<file path="config.mk">
export PLATFORM = sky130hd
export DESIGN_NAME = grid_block_extent_calculator_unit
export DESIGN_NICKNAME = d
export VERILOG_FILES = /design/src/hw/rtl/gbe_pkg.sv /design/src/hw/rtl/gbe_serial_div.sv /design/src/hw/rtl/gbe_serial_mul.sv /design/src/hw/rtl/grid_block_extent_calculator_unit.sv
export SDC_FILE = /design/constraint.sdc
export NUM_CORES = 1
export LEC_CHECK = 0
export BUFFER_PORTS_ARGS = -buffer_cell sky130_fd_sc_hd__buf_2
export CAP_MARGIN = 20
export CORE_MARGIN = 2
export CORE_UTILIZATION = 50
export DETAILED_ROUTE_END_ITERATION = 6
export GPL_ROUTABILITY_DRIVEN = 0
export PLACE_DENSITY = 0.68
export SLEW_MARGIN = 20
export SYNTH_ARGS = -nofsm -noshare
export SYNTH_HDL_FRONTEND = slang
export SYNTH_SLANG_ARGS = --single-unit
</file>
<file path="constraint.sdc">
create_clock -name aclk -period 15.69 [get_ports aclk]
set_input_delay 0 -clock aclk [delete_from_list [all_inputs] [get_ports aclk]]
set_output_delay 0 -clock aclk [all_outputs]
set_load 0.05 [all_outputs]
</file>
<file path="src/hw/rtl/gbe_pkg.sv">
`timescale 1ns / 1ps
// ----------------------------------------------------------------------------
// gbe_pkg: shared definitions for the grid block extent calculator
// Field widths, register indexes and the status record of the serial units.
// ----------------------------------------------------------------------------
package gbe_pkg;

    // fixed field widths
    localparam int IDX_W      = 12;  // block number and block index
    localparam int CNT_W      = 13;  // block count and blocks per axis
    localparam int CFG_IDX_W  = 8;   // configuration register index
    localparam int CFG_DATA_W = 32;  // configuration write data

    // defaults for the top level parameters
    localparam int MAX_BLOCKS_DEF = 4096;
    localparam int SIZE_BITS_DEF  = 16;

    // configuration register indexes
    localparam logic [CFG_IDX_W-1:0] REG_GRID_X      = 8'd0;
    localparam logic [CFG_IDX_W-1:0] REG_GRID_Y      = 8'd1;
    localparam logic [CFG_IDX_W-1:0] REG_GRID_Z      = 8'd2;
    localparam logic [CFG_IDX_W-1:0] REG_BLOCK_COUNT = 8'd3;

    // status of a serial arithmetic unit
    typedef struct packed {
        logic busy;  // iterating
        logic done;  // one-cycle pulse, result valid from here on
    } unit_stat_t;

endpackage

</file>
<file path="src/hw/rtl/gbe_serial_div.sv">
`timescale 1ns / 1ps
// ----------------------------------------------------------------------------
// gbe_serial_div: restoring divider, one quotient bit per cycle
// The dividend shifts out of the quotient register MSB first while the
// quotient bits shift in; done pulses once the last quotient bit is in.
// ----------------------------------------------------------------------------
module gbe_serial_div #(
    parameter int DIVIDEND_W = 28,
    parameter int DIVISOR_W  = 13
) (
    input  logic                  aclk,
    input  logic                  aresetn,
    input  logic                  start,
    input  logic [DIVIDEND_W-1:0] dividend,
    input  logic [DIVISOR_W-1:0]  divisor,
    output logic [DIVIDEND_W-1:0] quotient,
    output logic [DIVISOR_W-1:0]  remainder,
    output gbe_pkg::unit_stat_t   stat
);

    localparam int STEP_W = $clog2(DIVIDEND_W + 1);

    logic [DIVIDEND_W-1:0] quo_reg;
    logic [DIVISOR_W-1:0]  rem_reg;
    logic [DIVISOR_W-1:0]  dvs_reg;
    logic [STEP_W-1:0]     step_reg;
    logic                  busy_reg;
    logic                  done_reg;

    logic [DIVISOR_W:0]    shifted;
    logic [DIVISOR_W:0]    diff;
    logic                  fits;

    // one trial subtraction
    assign shifted = {rem_reg, quo_reg[DIVIDEND_W-1]};
    assign diff    = shifted - {1'b0, dvs_reg};
    assign fits    = (shifted >= {1'b0, dvs_reg});

    // control
    always_ff @(posedge aclk) begin
        if (!aresetn) begin
            busy_reg <= 1'b0;
            done_reg <= 1'b0;
            step_reg <= '0;
        end else begin
            done_reg <= 1'b0;
            if (start) begin
                busy_reg <= 1'b1;
                step_reg <= STEP_W'(DIVIDEND_W);
            end else if (busy_reg) begin
                step_reg <= step_reg - 1'b1;
                if (step_reg == STEP_W'(1)) begin
                    busy_reg <= 1'b0;
                    done_reg <= 1'b1;
                end
            end
        end
    end

    // datapath
    always_ff @(posedge aclk) begin
        if (start) begin
            quo_reg <= dividend;
            rem_reg <= '0;
            dvs_reg <= divisor;
        end else if (busy_reg) begin
            quo_reg <= {quo_reg[DIVIDEND_W-2:0], fits};
            rem_reg <= fits ? diff[DIVISOR_W-1:0] : shifted[DIVISOR_W-1:0];
        end
    end

    assign quotient  = quo_reg;
    assign remainder = rem_reg;
    assign stat.busy = busy_reg;
    assign stat.done = done_reg;

endmodule

</file>
<file path="src/hw/rtl/gbe_serial_mul.sv">
`timescale 1ns / 1ps
// ----------------------------------------------------------------------------
// gbe_serial_mul: shift-and-add multiplier, one multiplier bit per cycle
// The multiplier sits in the low end of the accumulator and shifts out LSB
// first; done pulses once the last multiplier bit has been used.
// ----------------------------------------------------------------------------
module gbe_serial_mul #(
    parameter int A_W = 12,
    parameter int B_W = 16
) (
    input  logic                 aclk,
    input  logic                 aresetn,
    input  logic                 start,
    input  logic [A_W-1:0]       mul_a,
    input  logic [B_W-1:0]       mul_b,
    output logic [A_W+B_W-1:0]   product,
    output gbe_pkg::unit_stat_t  stat
);

    localparam int P_W    = A_W + B_W;
    localparam int STEP_W = $clog2(A_W + 1);

    logic [P_W-1:0]    acc_reg;
    logic [B_W-1:0]    b_reg;
    logic [STEP_W-1:0] step_reg;
    logic              busy_reg;
    logic              done_reg;
    logic [B_W:0]      sum;

    // add the multiplicand into the upper B_W bits when the current bit is set
    assign sum = {1'b0, acc_reg[P_W-1:A_W]} + (acc_reg[0] ? {1'b0, b_reg} : '0);

    // control
    always_ff @(posedge aclk) begin
        if (!aresetn) begin
            busy_reg <= 1'b0;
            done_reg <= 1'b0;
            step_reg <= '0;
        end else begin
            done_reg <= 1'b0;
            if (start) begin
                busy_reg <= 1'b1;
                step_reg <= STEP_W'(A_W);
            end else if (busy_reg) begin
                step_reg <= step_reg - 1'b1;
                if (step_reg == STEP_W'(1)) begin
                    busy_reg <= 1'b0;
                    done_reg <= 1'b1;
                end
            end
        end
    end

    // datapath
    always_ff @(posedge aclk) begin
        if (start) begin
            acc_reg <= {{B_W{1'b0}}, mul_a};
            b_reg   <= mul_b;
        end else if (busy_reg) begin
            acc_reg <= {sum, acc_reg[A_W-1:1]};
        end
    end

    assign product   = acc_reg;
    assign stat.busy = busy_reg;
    assign stat.done = done_reg;

endmodule

</file>
<file path="src/hw/rtl/grid_block_extent_calculator_unit.sv">
`timescale 1ns / 1ps
// ----------------------------------------------------------------------------
// grid_block_extent_calculator_unit: block index, origin and extent per block
// Splits a 3D point grid into the configured number of blocks and answers,
// for each block number request, the block's 3D index, first point and size.
// ----------------------------------------------------------------------------
// One request is worked at a time, with a single shared bit-serial divider
// and a bit-serial multiplier: up to 12 factors of two are stripped, at most
// one division for the odd part, up to 12 halving steps, then per axis one
// division for the mixed-radix digit, one multiplication and one or two
// divisions for origin and end. A new request is taken while the previous
// result still waits in the output register. Configuration must be written
// by the user only while no request is in flight; the block itself does
// not enforce this, and cfg_ready is tied high.
// ----------------------------------------------------------------------------
module grid_block_extent_calculator_unit #(
    parameter int MAX_BLOCKS = gbe_pkg::MAX_BLOCKS_DEF,
    parameter int SIZE_BITS  = gbe_pkg::SIZE_BITS_DEF
) (
    input  logic                              aclk,
    input  logic                              aresetn,
    // configuration writes
    input  logic                              cfg_valid,
    output logic                              cfg_ready,
    input  logic [gbe_pkg::CFG_IDX_W-1:0]     cfg_index,
    input  logic [gbe_pkg::CFG_DATA_W-1:0]    cfg_wdata,
    // request
    input  logic                              s_valid,
    output logic                              s_ready,
    input  logic [gbe_pkg::IDX_W-1:0]         s_block_number,
    // result
    output logic                              m_valid,
    input  logic                              m_ready,
    output logic [gbe_pkg::IDX_W-1:0]         m_index_x,
    output logic [gbe_pkg::IDX_W-1:0]         m_index_y,
    output logic [gbe_pkg::IDX_W-1:0]         m_index_z,
    output logic [SIZE_BITS-1:0]              m_origin_x,
    output logic [SIZE_BITS-1:0]              m_origin_y,
    output logic [SIZE_BITS-1:0]              m_origin_z,
    output logic [SIZE_BITS-1:0]              m_extent_x,
    output logic [SIZE_BITS-1:0]              m_extent_y,
    output logic [SIZE_BITS-1:0]              m_extent_z
);

    localparam int IDX_W = gbe_pkg::IDX_W;
    localparam int CNT_W = gbe_pkg::CNT_W;
    localparam int P_W   = IDX_W + SIZE_BITS;
    localparam int EXP_W = $clog2(CNT_W);

    typedef logic [1:0] axis_t;
    localparam axis_t AX_X = 2'd0;
    localparam axis_t AX_Y = 2'd1;
    localparam axis_t AX_Z = 2'd2;

    typedef enum logic [10:0] {
        ST_IDLE     = 11'b000_0000_0001,
        ST_STRIP    = 11'b000_0000_0010,
        ST_ODD_DIV  = 11'b000_0000_0100,
        ST_HALVE    = 11'b000_0000_1000,
        ST_AX_START = 11'b000_0001_0000,
        ST_AX_DIV   = 11'b000_0010_0000,
        ST_MUL      = 11'b000_0100_0000,
        ST_ORG_DIV  = 11'b000_1000_0000,
        ST_END_DIV  = 11'b001_0000_0000,
        ST_NEXT     = 11'b010_0000_0000,
        ST_DONE     = 11'b100_0000_0000
    } state_t;

    // pick one of three per-axis values
    function automatic logic [SIZE_BITS-1:0] pick_size(
        input logic [SIZE_BITS-1:0] v0,
        input logic [SIZE_BITS-1:0] v1,
        input logic [SIZE_BITS-1:0] v2,
        input axis_t                sel
    );
        logic [SIZE_BITS-1:0] r;
        case (sel)
            AX_X:    r = v0;
            AX_Y:    r = v1;
            default: r = v2;
        endcase
        return r;
    endfunction

    function automatic logic [CNT_W-1:0] pick_cnt(
        input logic [CNT_W-1:0] v0,
        input logic [CNT_W-1:0] v1,
        input logic [CNT_W-1:0] v2,
        input axis_t            sel
    );
        logic [CNT_W-1:0] r;
        case (sel)
            AX_X:    r = v0;
            AX_Y:    r = v1;
            default: r = v2;
        endcase
        return r;
    endfunction

    // longest axis, ties to the lowest
    function automatic axis_t longest(
        input logic [SIZE_BITS-1:0] w0,
        input logic [SIZE_BITS-1:0] w1,
        input logic [SIZE_BITS-1:0] w2
    );
        axis_t                a;
        logic [SIZE_BITS-1:0] best;
        a    = AX_X;
        best = w0;
        if (w1 > best) begin
            a    = AX_Y;
            best = w1;
        end
        if (w2 > best) begin
            a = AX_Z;
        end
        return a;
    endfunction

    // configuration registers
    logic [SIZE_BITS-1:0] grid_x_reg, grid_y_reg, grid_z_reg;
    logic [CNT_W-1:0]     count_reg;

    // request working state
    state_t               state_reg, state_next;
    logic [SIZE_BITS-1:0] g_reg    [3];
    logic [SIZE_BITS-1:0] work_reg [3];
    logic [CNT_W-1:0]     per_reg  [3];
    logic [CNT_W-1:0]     odd_reg;
    logic [EXP_W-1:0]     exp_reg;
    logic [IDX_W-1:0]     num_reg;
    axis_t                axis_reg;
    axis_t                odd_axis_reg;
    logic [IDX_W-1:0]     digit_reg;
    logic [P_W-1:0]       prod_reg;
    logic [SIZE_BITS-1:0] org_reg;
    logic [SIZE_BITS-1:0] end_reg;
    logic [IDX_W-1:0]     res_idx_reg [3];
    logic [SIZE_BITS-1:0] res_org_reg [3];
    logic [SIZE_BITS-1:0] res_ext_reg [3];

    // output register
    logic                 m_valid_reg;
    logic [IDX_W-1:0]     out_idx_reg [3];
    logic [SIZE_BITS-1:0] out_org_reg [3];
    logic [SIZE_BITS-1:0] out_ext_reg [3];

    // serial units
    logic                 div_start;
    logic [P_W-1:0]       div_dividend;
    logic [CNT_W-1:0]     div_divisor;
    logic [P_W-1:0]       div_quo;
    logic [CNT_W-1:0]     div_rem;
    gbe_pkg::unit_stat_t  div_stat;
    logic                 mul_start;
    logic [P_W-1:0]       mul_prod;
    gbe_pkg::unit_stat_t  mul_stat;

    // derived values
    logic [CNT_W-1:0]     count_sat;
    axis_t                long_axis;
    logic [SIZE_BITS-1:0] long_work;
    logic [CNT_W-1:0]     cur_per;
    logic [SIZE_BITS-1:0] cur_span;
    logic                 last_block;
    logic                 out_free;

    assign count_sat = (count_reg == '0) ? CNT_W'(1) :
                       (32'(count_reg) > 32'(MAX_BLOCKS)) ? CNT_W'(MAX_BLOCKS) : count_reg;
    assign long_axis  = longest(work_reg[0], work_reg[1], work_reg[2]);
    assign long_work  = pick_size(work_reg[0], work_reg[1], work_reg[2], long_axis);
    assign cur_per    = pick_cnt(per_reg[0], per_reg[1], per_reg[2], axis_reg);
    assign cur_span   = pick_size(g_reg[0], g_reg[1], g_reg[2], axis_reg) - 1'b1;
    assign last_block = (({1'b0, digit_reg} + 1'b1) == cur_per);
    assign out_free   = !m_valid_reg || m_ready;

    // configuration port
    assign cfg_ready = 1'b1;

    always_ff @(posedge aclk) begin
        if (!aresetn) begin
            grid_x_reg <= SIZE_BITS'(1);
            grid_y_reg <= SIZE_BITS'(1);
            grid_z_reg <= SIZE_BITS'(1);
            count_reg  <= CNT_W'(1);
        end else if (cfg_valid) begin
            case (cfg_index)
                gbe_pkg::REG_GRID_X:      grid_x_reg <= cfg_wdata[SIZE_BITS-1:0];
                gbe_pkg::REG_GRID_Y:      grid_y_reg <= cfg_wdata[SIZE_BITS-1:0];
                gbe_pkg::REG_GRID_Z:      grid_z_reg <= cfg_wdata[SIZE_BITS-1:0];
                gbe_pkg::REG_BLOCK_COUNT: count_reg  <= cfg_wdata[CNT_W-1:0];
                default: ;
            endcase
        end
    end

    // sequencer: next state and unit launches
    always_comb begin
        state_next   = state_reg;
        div_start    = 1'b0;
        div_dividend = '0;
        div_divisor  = cur_per;
        mul_start    = 1'b0;
        case (state_reg)
            ST_IDLE: begin
                if (s_valid) state_next = ST_STRIP;
            end
            ST_STRIP: begin
                if (odd_reg[0]) begin
                    if (odd_reg != CNT_W'(1)) begin
                        div_start    = 1'b1;
                        div_dividend = P_W'(long_work);
                        div_divisor  = odd_reg;
                        state_next   = ST_ODD_DIV;
                    end else begin
                        state_next = ST_HALVE;
                    end
                end
            end
            ST_ODD_DIV: begin
                if (div_stat.done) state_next = ST_HALVE;
            end
            ST_HALVE: begin
                if (exp_reg == '0) state_next = ST_AX_START;
            end
            ST_AX_START: begin
                div_start    = 1'b1;
                div_dividend = P_W'(num_reg);
                state_next   = ST_AX_DIV;
            end
            ST_AX_DIV: begin
                if (div_stat.done) begin
                    mul_start  = 1'b1;
                    state_next = ST_MUL;
                end
            end
            ST_MUL: begin
                if (mul_stat.done) begin
                    div_start    = 1'b1;
                    div_dividend = mul_prod;
                    state_next   = ST_ORG_DIV;
                end
            end
            ST_ORG_DIV: begin
                if (div_stat.done) begin
                    if (last_block) begin
                        state_next = ST_NEXT;
                    end else begin
                        div_start    = 1'b1;
                        div_dividend = prod_reg + P_W'(cur_span);
                        state_next   = ST_END_DIV;
                    end
                end
            end
            ST_END_DIV: begin
                if (div_stat.done) state_next = ST_NEXT;
            end
            ST_NEXT: begin
                state_next = (axis_reg == AX_Z) ? ST_DONE : ST_AX_START;
            end
            ST_DONE: begin
                if (out_free) state_next = ST_IDLE;
            end
            default: state_next = ST_IDLE;
        endcase
    end

    always_ff @(posedge aclk) begin
        if (!aresetn) begin
            state_reg <= ST_IDLE;
        end else begin
            state_reg <= state_next;
        end
    end

    // request datapath
    always_ff @(posedge aclk) begin
        case (state_reg)
            ST_IDLE: begin
                g_reg[0]    <= (grid_x_reg == '0) ? SIZE_BITS'(1) : grid_x_reg;
                g_reg[1]    <= (grid_y_reg == '0) ? SIZE_BITS'(1) : grid_y_reg;
                g_reg[2]    <= (grid_z_reg == '0) ? SIZE_BITS'(1) : grid_z_reg;
                work_reg[0] <= (grid_x_reg == '0) ? SIZE_BITS'(1) : grid_x_reg;
                work_reg[1] <= (grid_y_reg == '0) ? SIZE_BITS'(1) : grid_y_reg;
                work_reg[2] <= (grid_z_reg == '0) ? SIZE_BITS'(1) : grid_z_reg;
                per_reg[0]  <= CNT_W'(1);
                per_reg[1]  <= CNT_W'(1);
                per_reg[2]  <= CNT_W'(1);
                odd_reg     <= count_sat;
                exp_reg     <= '0;
                num_reg     <= s_block_number;
                axis_reg    <= AX_X;
            end
            ST_STRIP: begin
                // strip one factor of two per cycle
                if (!odd_reg[0]) begin
                    odd_reg <= {1'b0, odd_reg[CNT_W-1:1]};
                    exp_reg <= exp_reg + 1'b1;
                end else if (odd_reg != CNT_W'(1)) begin
                    per_reg[long_axis] <= odd_reg;
                    odd_axis_reg       <= long_axis;
                end
            end
            ST_ODD_DIV: begin
                if (div_stat.done) work_reg[odd_axis_reg] <= div_quo[SIZE_BITS-1:0];
            end
            ST_HALVE: begin
                // one factor of two to the longest working axis
                if (exp_reg != '0) begin
                    per_reg[long_axis]  <= {per_reg[long_axis][CNT_W-2:0], 1'b0};
                    work_reg[long_axis] <= {1'b0, long_work[SIZE_BITS-1:1]};
                    exp_reg             <= exp_reg - 1'b1;
                end
            end
            ST_AX_DIV: begin
                if (div_stat.done) begin
                    digit_reg <= div_rem[IDX_W-1:0];
                    num_reg   <= div_quo[IDX_W-1:0];
                end
            end
            ST_MUL: begin
                if (mul_stat.done) prod_reg <= mul_prod;
            end
            ST_ORG_DIV: begin
                if (div_stat.done) begin
                    org_reg <= div_quo[SIZE_BITS-1:0];
                    if (last_block) end_reg <= cur_span;
                end
            end
            ST_END_DIV: begin
                if (div_stat.done) end_reg <= div_quo[SIZE_BITS-1:0];
            end
            ST_NEXT: begin
                res_idx_reg[axis_reg] <= digit_reg;
                res_org_reg[axis_reg] <= org_reg;
                res_ext_reg[axis_reg] <= end_reg - org_reg + 1'b1;
                axis_reg              <= axis_reg + 1'b1;
            end
            default: ;
        endcase
    end

    // output register
    always_ff @(posedge aclk) begin
        if (!aresetn) begin
            m_valid_reg <= 1'b0;
        end else if (state_reg == ST_DONE && out_free) begin
            m_valid_reg <= 1'b1;
        end else if (m_ready) begin
            m_valid_reg <= 1'b0;
        end
    end

    always_ff @(posedge aclk) begin
        if (state_reg == ST_DONE && out_free) begin
            out_idx_reg <= res_idx_reg;
            out_org_reg <= res_org_reg;
            out_ext_reg <= res_ext_reg;
        end
    end

    // serial units
    gbe_serial_div #(
        .DIVIDEND_W (P_W),
        .DIVISOR_W  (CNT_W)
    ) u_div (
        .aclk      (aclk),
        .aresetn   (aresetn),
        .start     (div_start),
        .dividend  (div_dividend),
        .divisor   (div_divisor),
        .quotient  (div_quo),
        .remainder (div_rem),
        .stat      (div_stat)
    );

    gbe_serial_mul #(
        .A_W (IDX_W),
        .B_W (SIZE_BITS)
    ) u_mul (
        .aclk    (aclk),
        .aresetn (aresetn),
        .start   (mul_start),
        .mul_a   (div_rem[IDX_W-1:0]),
        .mul_b   (cur_span),
        .product (mul_prod),
        .stat    (mul_stat)
    );

    // ports
    assign s_ready    = (state_reg == ST_IDLE);
    assign m_valid    = m_valid_reg;
    assign m_index_x  = out_idx_reg[0];
    assign m_index_y  = out_idx_reg[1];
    assign m_index_z  = out_idx_reg[2];
    assign m_origin_x = out_org_reg[0];
    assign m_origin_y = out_org_reg[1];
    assign m_origin_z = out_org_reg[2];
    assign m_extent_x = out_ext_reg[0];
    assign m_extent_y = out_ext_reg[1];
    assign m_extent_z = out_ext_reg[2];

    // checks
    a_div_start_free: assert property (@(posedge aclk) disable iff (!aresetn)
        div_start |-> !div_stat.busy)
        else $error("divider launched while busy");

    a_mul_start_free: assert property (@(posedge aclk) disable iff (!aresetn)
        mul_start |-> !mul_stat.busy)
        else $error("multiplier launched while busy");

    a_split_product: assert property (@(posedge aclk) disable iff (!aresetn)
        (state_reg == ST_AX_START && axis_reg == AX_X) |->
        (39'(per_reg[0]) * 39'(per_reg[1]) * 39'(per_reg[2]) == 39'(count_sat)))
        else $error("blocks per axis do not multiply to the block count");

    a_origin_le_end: assert property (@(posedge aclk) disable iff (!aresetn)
        (state_reg == ST_NEXT) |-> (org_reg <= end_reg))
        else $error("block origin beyond block end");

    a_request_starts: assert property (@(posedge aclk) disable iff (!aresetn)
        (s_valid && s_ready) |=> (state_reg == ST_STRIP && !s_ready))
        else $error("accepted request did not start");

endmodule

</file>
==> metrics.cfg <==
[logic_synthesis]
yosysMostFrequentCell = edfxtp_1
ys_seq_area_share_pct = 62.5
synth.avg_cell_area_um2 = 12.9
ys.flop_type = edfxtp_1
synth_edf_count = 573
synth_seq_cells = 688
synth_top_cells_by_area = edfxtp_1 (55%), dfxtp_1 (7.4%), ha_1 (4.7%)
syn_nets = 2604
synth_cell_type_count = 83
yosysTopAreaCellShare_pct = 55.1
yosys-top-cells-count = edfxtp_1 (573), nor2_1 (178), nand2_1 (148)
ys_warn_count = 0
syn_area_um2 = 31200
async_flop_share_pct = 0
yosys.area.top_type = edfxtp_1
synthCells = 2425

[power_and_ir_drop]
power.net_switching_mw = 2.25
seqPwrFrac_pct = 39.5
cell_internal_pwr_mw = 4.14
cellPowerDensity_nw_per_um2 = 179
switching_share_pct = 35.2
clkPwrFrac_pct = 27.6
p_total_mw = 6.38
power.leakage_nw = 13.6
combPwrFrac_pct = 32.9
vdd_drop_max_mv = 0.211

[finish]
diodes = 0
fin_nets = 2778
syn2layout_area_growth_pct = 14.3
fillers = 4998
fin_util_pct = 57.8
final_area_um2 = 35700
drive_gt1_share_pct = 16.0

[routing]
vias = 20000
drt_iter0_drc = 1647
wl_per_cell_um = 21.1
wl_um = 73800
first_pass_iters = 7
drt-vias-per-instance = 5.72
postRouteAntennaNets = 0
drcViolationCount = 0

[die]
initial_core_util_pct = 50.6
dieHeight_um = 254
die_area_um2 = 64400
chipWidth_um = 254
io_pins = 192
rows = 91
fp.coreArea_um2 = 61700

[sta]
rsz0062_at_grt = no
setup_viol = 0
hold_violations = 0
tightest_slew_ps = 1060
post-route-period-util_pct = 39.1
finalCriticalPeriod_ps = 6130
max_freq_ghz = 0.163
setup_tns_ps = 0
fin_worst_skew_ps = 23.4
slew_violations = 0
relSlewSlack_pct = 29.3

[global_routing]
grtUsageTotal_pct = 23.0
grt_overflow = 0
grt_first_pass_wirelength_um = 113000
grt_pass1_vias = 19800
grt_max_degree = 85
antenna_found_initial = 2

[place]
dp_hpwl_um = 52100
placed_area_um2 = 32900
io_buffers = 174

[clocking]
post-cts-setup-buffers = 0
clock-sinks = 688
cts_root_buffer = clkbuf_16
tritoncts = done
post_cts_resized = 0
clkSlewWorstSetupHoldPaths_ps = 60
h-tree-depth = 3
numCtsBuffers = 72
clkLatencyLatePin_ps = 630
cts.path.max_buffers = 3
hold_buffers = 32

[job]
cap_violations = 0

[outcome]
status = finished clean

[worst_setup_path]
crit_required_ps = 15880
cp.arrival_ps = 6320
crit_path_start_kind = flip-flop
crit_fanout = 19
end_kind = flip-flop
path_class = reg -> reg

[worst_hold_path]
hold_path.class = in -> reg

cells in the final DEF, fill, tap and decap left out, types with 18 or more instances in the layout:
master,synthesis,routed
edfxtp_1,573,573
nor2_1,178,178
buf_2,23,174
nand2_1,148,147
mux2i_1,125,125
ha_1,117,117
dfxtp_1,115,114
a21oi_1,111,111
inv_1,93,92
nor2b_1,78,78
clkbuf_16,0,72
mux2_2,68,68
xnor2_1,61,61
o21ai_0,57,55
nor3_1,46,44
nand3_1,42,42
a22o_1,41,41
o21a_1,36,36
xor2_1,33,33
dlygate4sd3_1,0,32
buf_4,3,30
a21o_1,26,26
nand2b_1,25,25
and2_1,28,25
a211oi_1,24,24
a22oi_1,20,20
nor4_1,20,20
and3_1,18,18
layer usage:
layer  GRT usage [%]  up-vias  wire (um)
met2            37.2      708      35100
met3            2.88      128       4610
met1            31.9     9815      32100
met5               0        -          0
li1                -     9334          -
met4            8.35        0       2020
cells by family after synthesis:
group | Yosys count | synth area share, %
buffers and inverters | 232 | 2.99
other | 1 | 0.0120
multiplexers | 193 | 6.46
AND/OR/NAND/NOR | 676 | 11.1
flip-flops | 688 | 62.5
XOR/XNOR | 94 | 2.64
AO/OA/AOI/OAI | 419 | 9.30
adder cells (fa/ha/maj) | 122 | 5.01
cell type report:
class | count | area [um2] | area share, %
sequential | 688 | 19500 | 54.7
multi-input combinational | 1505 | 10800 | 30.4
clock buffer | 89 | 1880 | 5.26
timing repair buffer | 238 | 1440 | 4.03
tap | 837 | 1050 | 2.94
clock inverter | 45 | 594 | 1.67
inverter | 94 | 353 | 0.989
power groups by stage:
| stage | clock network [mW] | registers, mW | logic, mW |
|---|---|---|---|
| after CTS | 1.80 | 2.52 | 2.07 |
| final | 1.76 | 2.52 | 2.10 |
| after detailed placement | 0 | 2.55 | 2.05 |
| after global routing | 1.87 | 2.55 | 2.28 |
| after global placement | 0 | 2.54 | 2.01 |
| after floorplan | 0 | 2.47 | 1.52 |
worst max-delay path, stage by stage (launching register included):
cell       delay (ps)
edfxtp_1          400
ha_1              310
nand4_1           170
or4_1             590
a21o_1            210
a31oi_4           490
buf_4             430
mux2_2            420
ha_1              190
nor2b_1           100
o211ai_1          100
a211o_1           260
nand4_1           150
nand2_2            70
inv_1             350
a21oi_2           150
a2bb2oi_4         620
nand2_1           670
worst paths after layout:
kind	startpoint	to	slack, ps	cells past startpoint
setup reg to reg	work_reg[1][15]	work_reg[0][11]	9560	17
hold reg to reg	res_ext_reg[3]	m_extent_z[3]	420	0
setup / recovery	work_reg[1][15]	work_reg[0][11]	9560	17
hold / removal	cfg_index[1]	grid_z_reg[4]	90	4
per-stage QoR:
step                hold WS [ps]  setup slack, ps  std cells
finish                      94.7             9560       3496
global route                 113             9200       3496
CTS                          165             9570       3495
detailed placement           294             9600       3329
global placement             283             9660       3328
floorplan                    125             4720       2425
(Power assumes the default switching activity.)
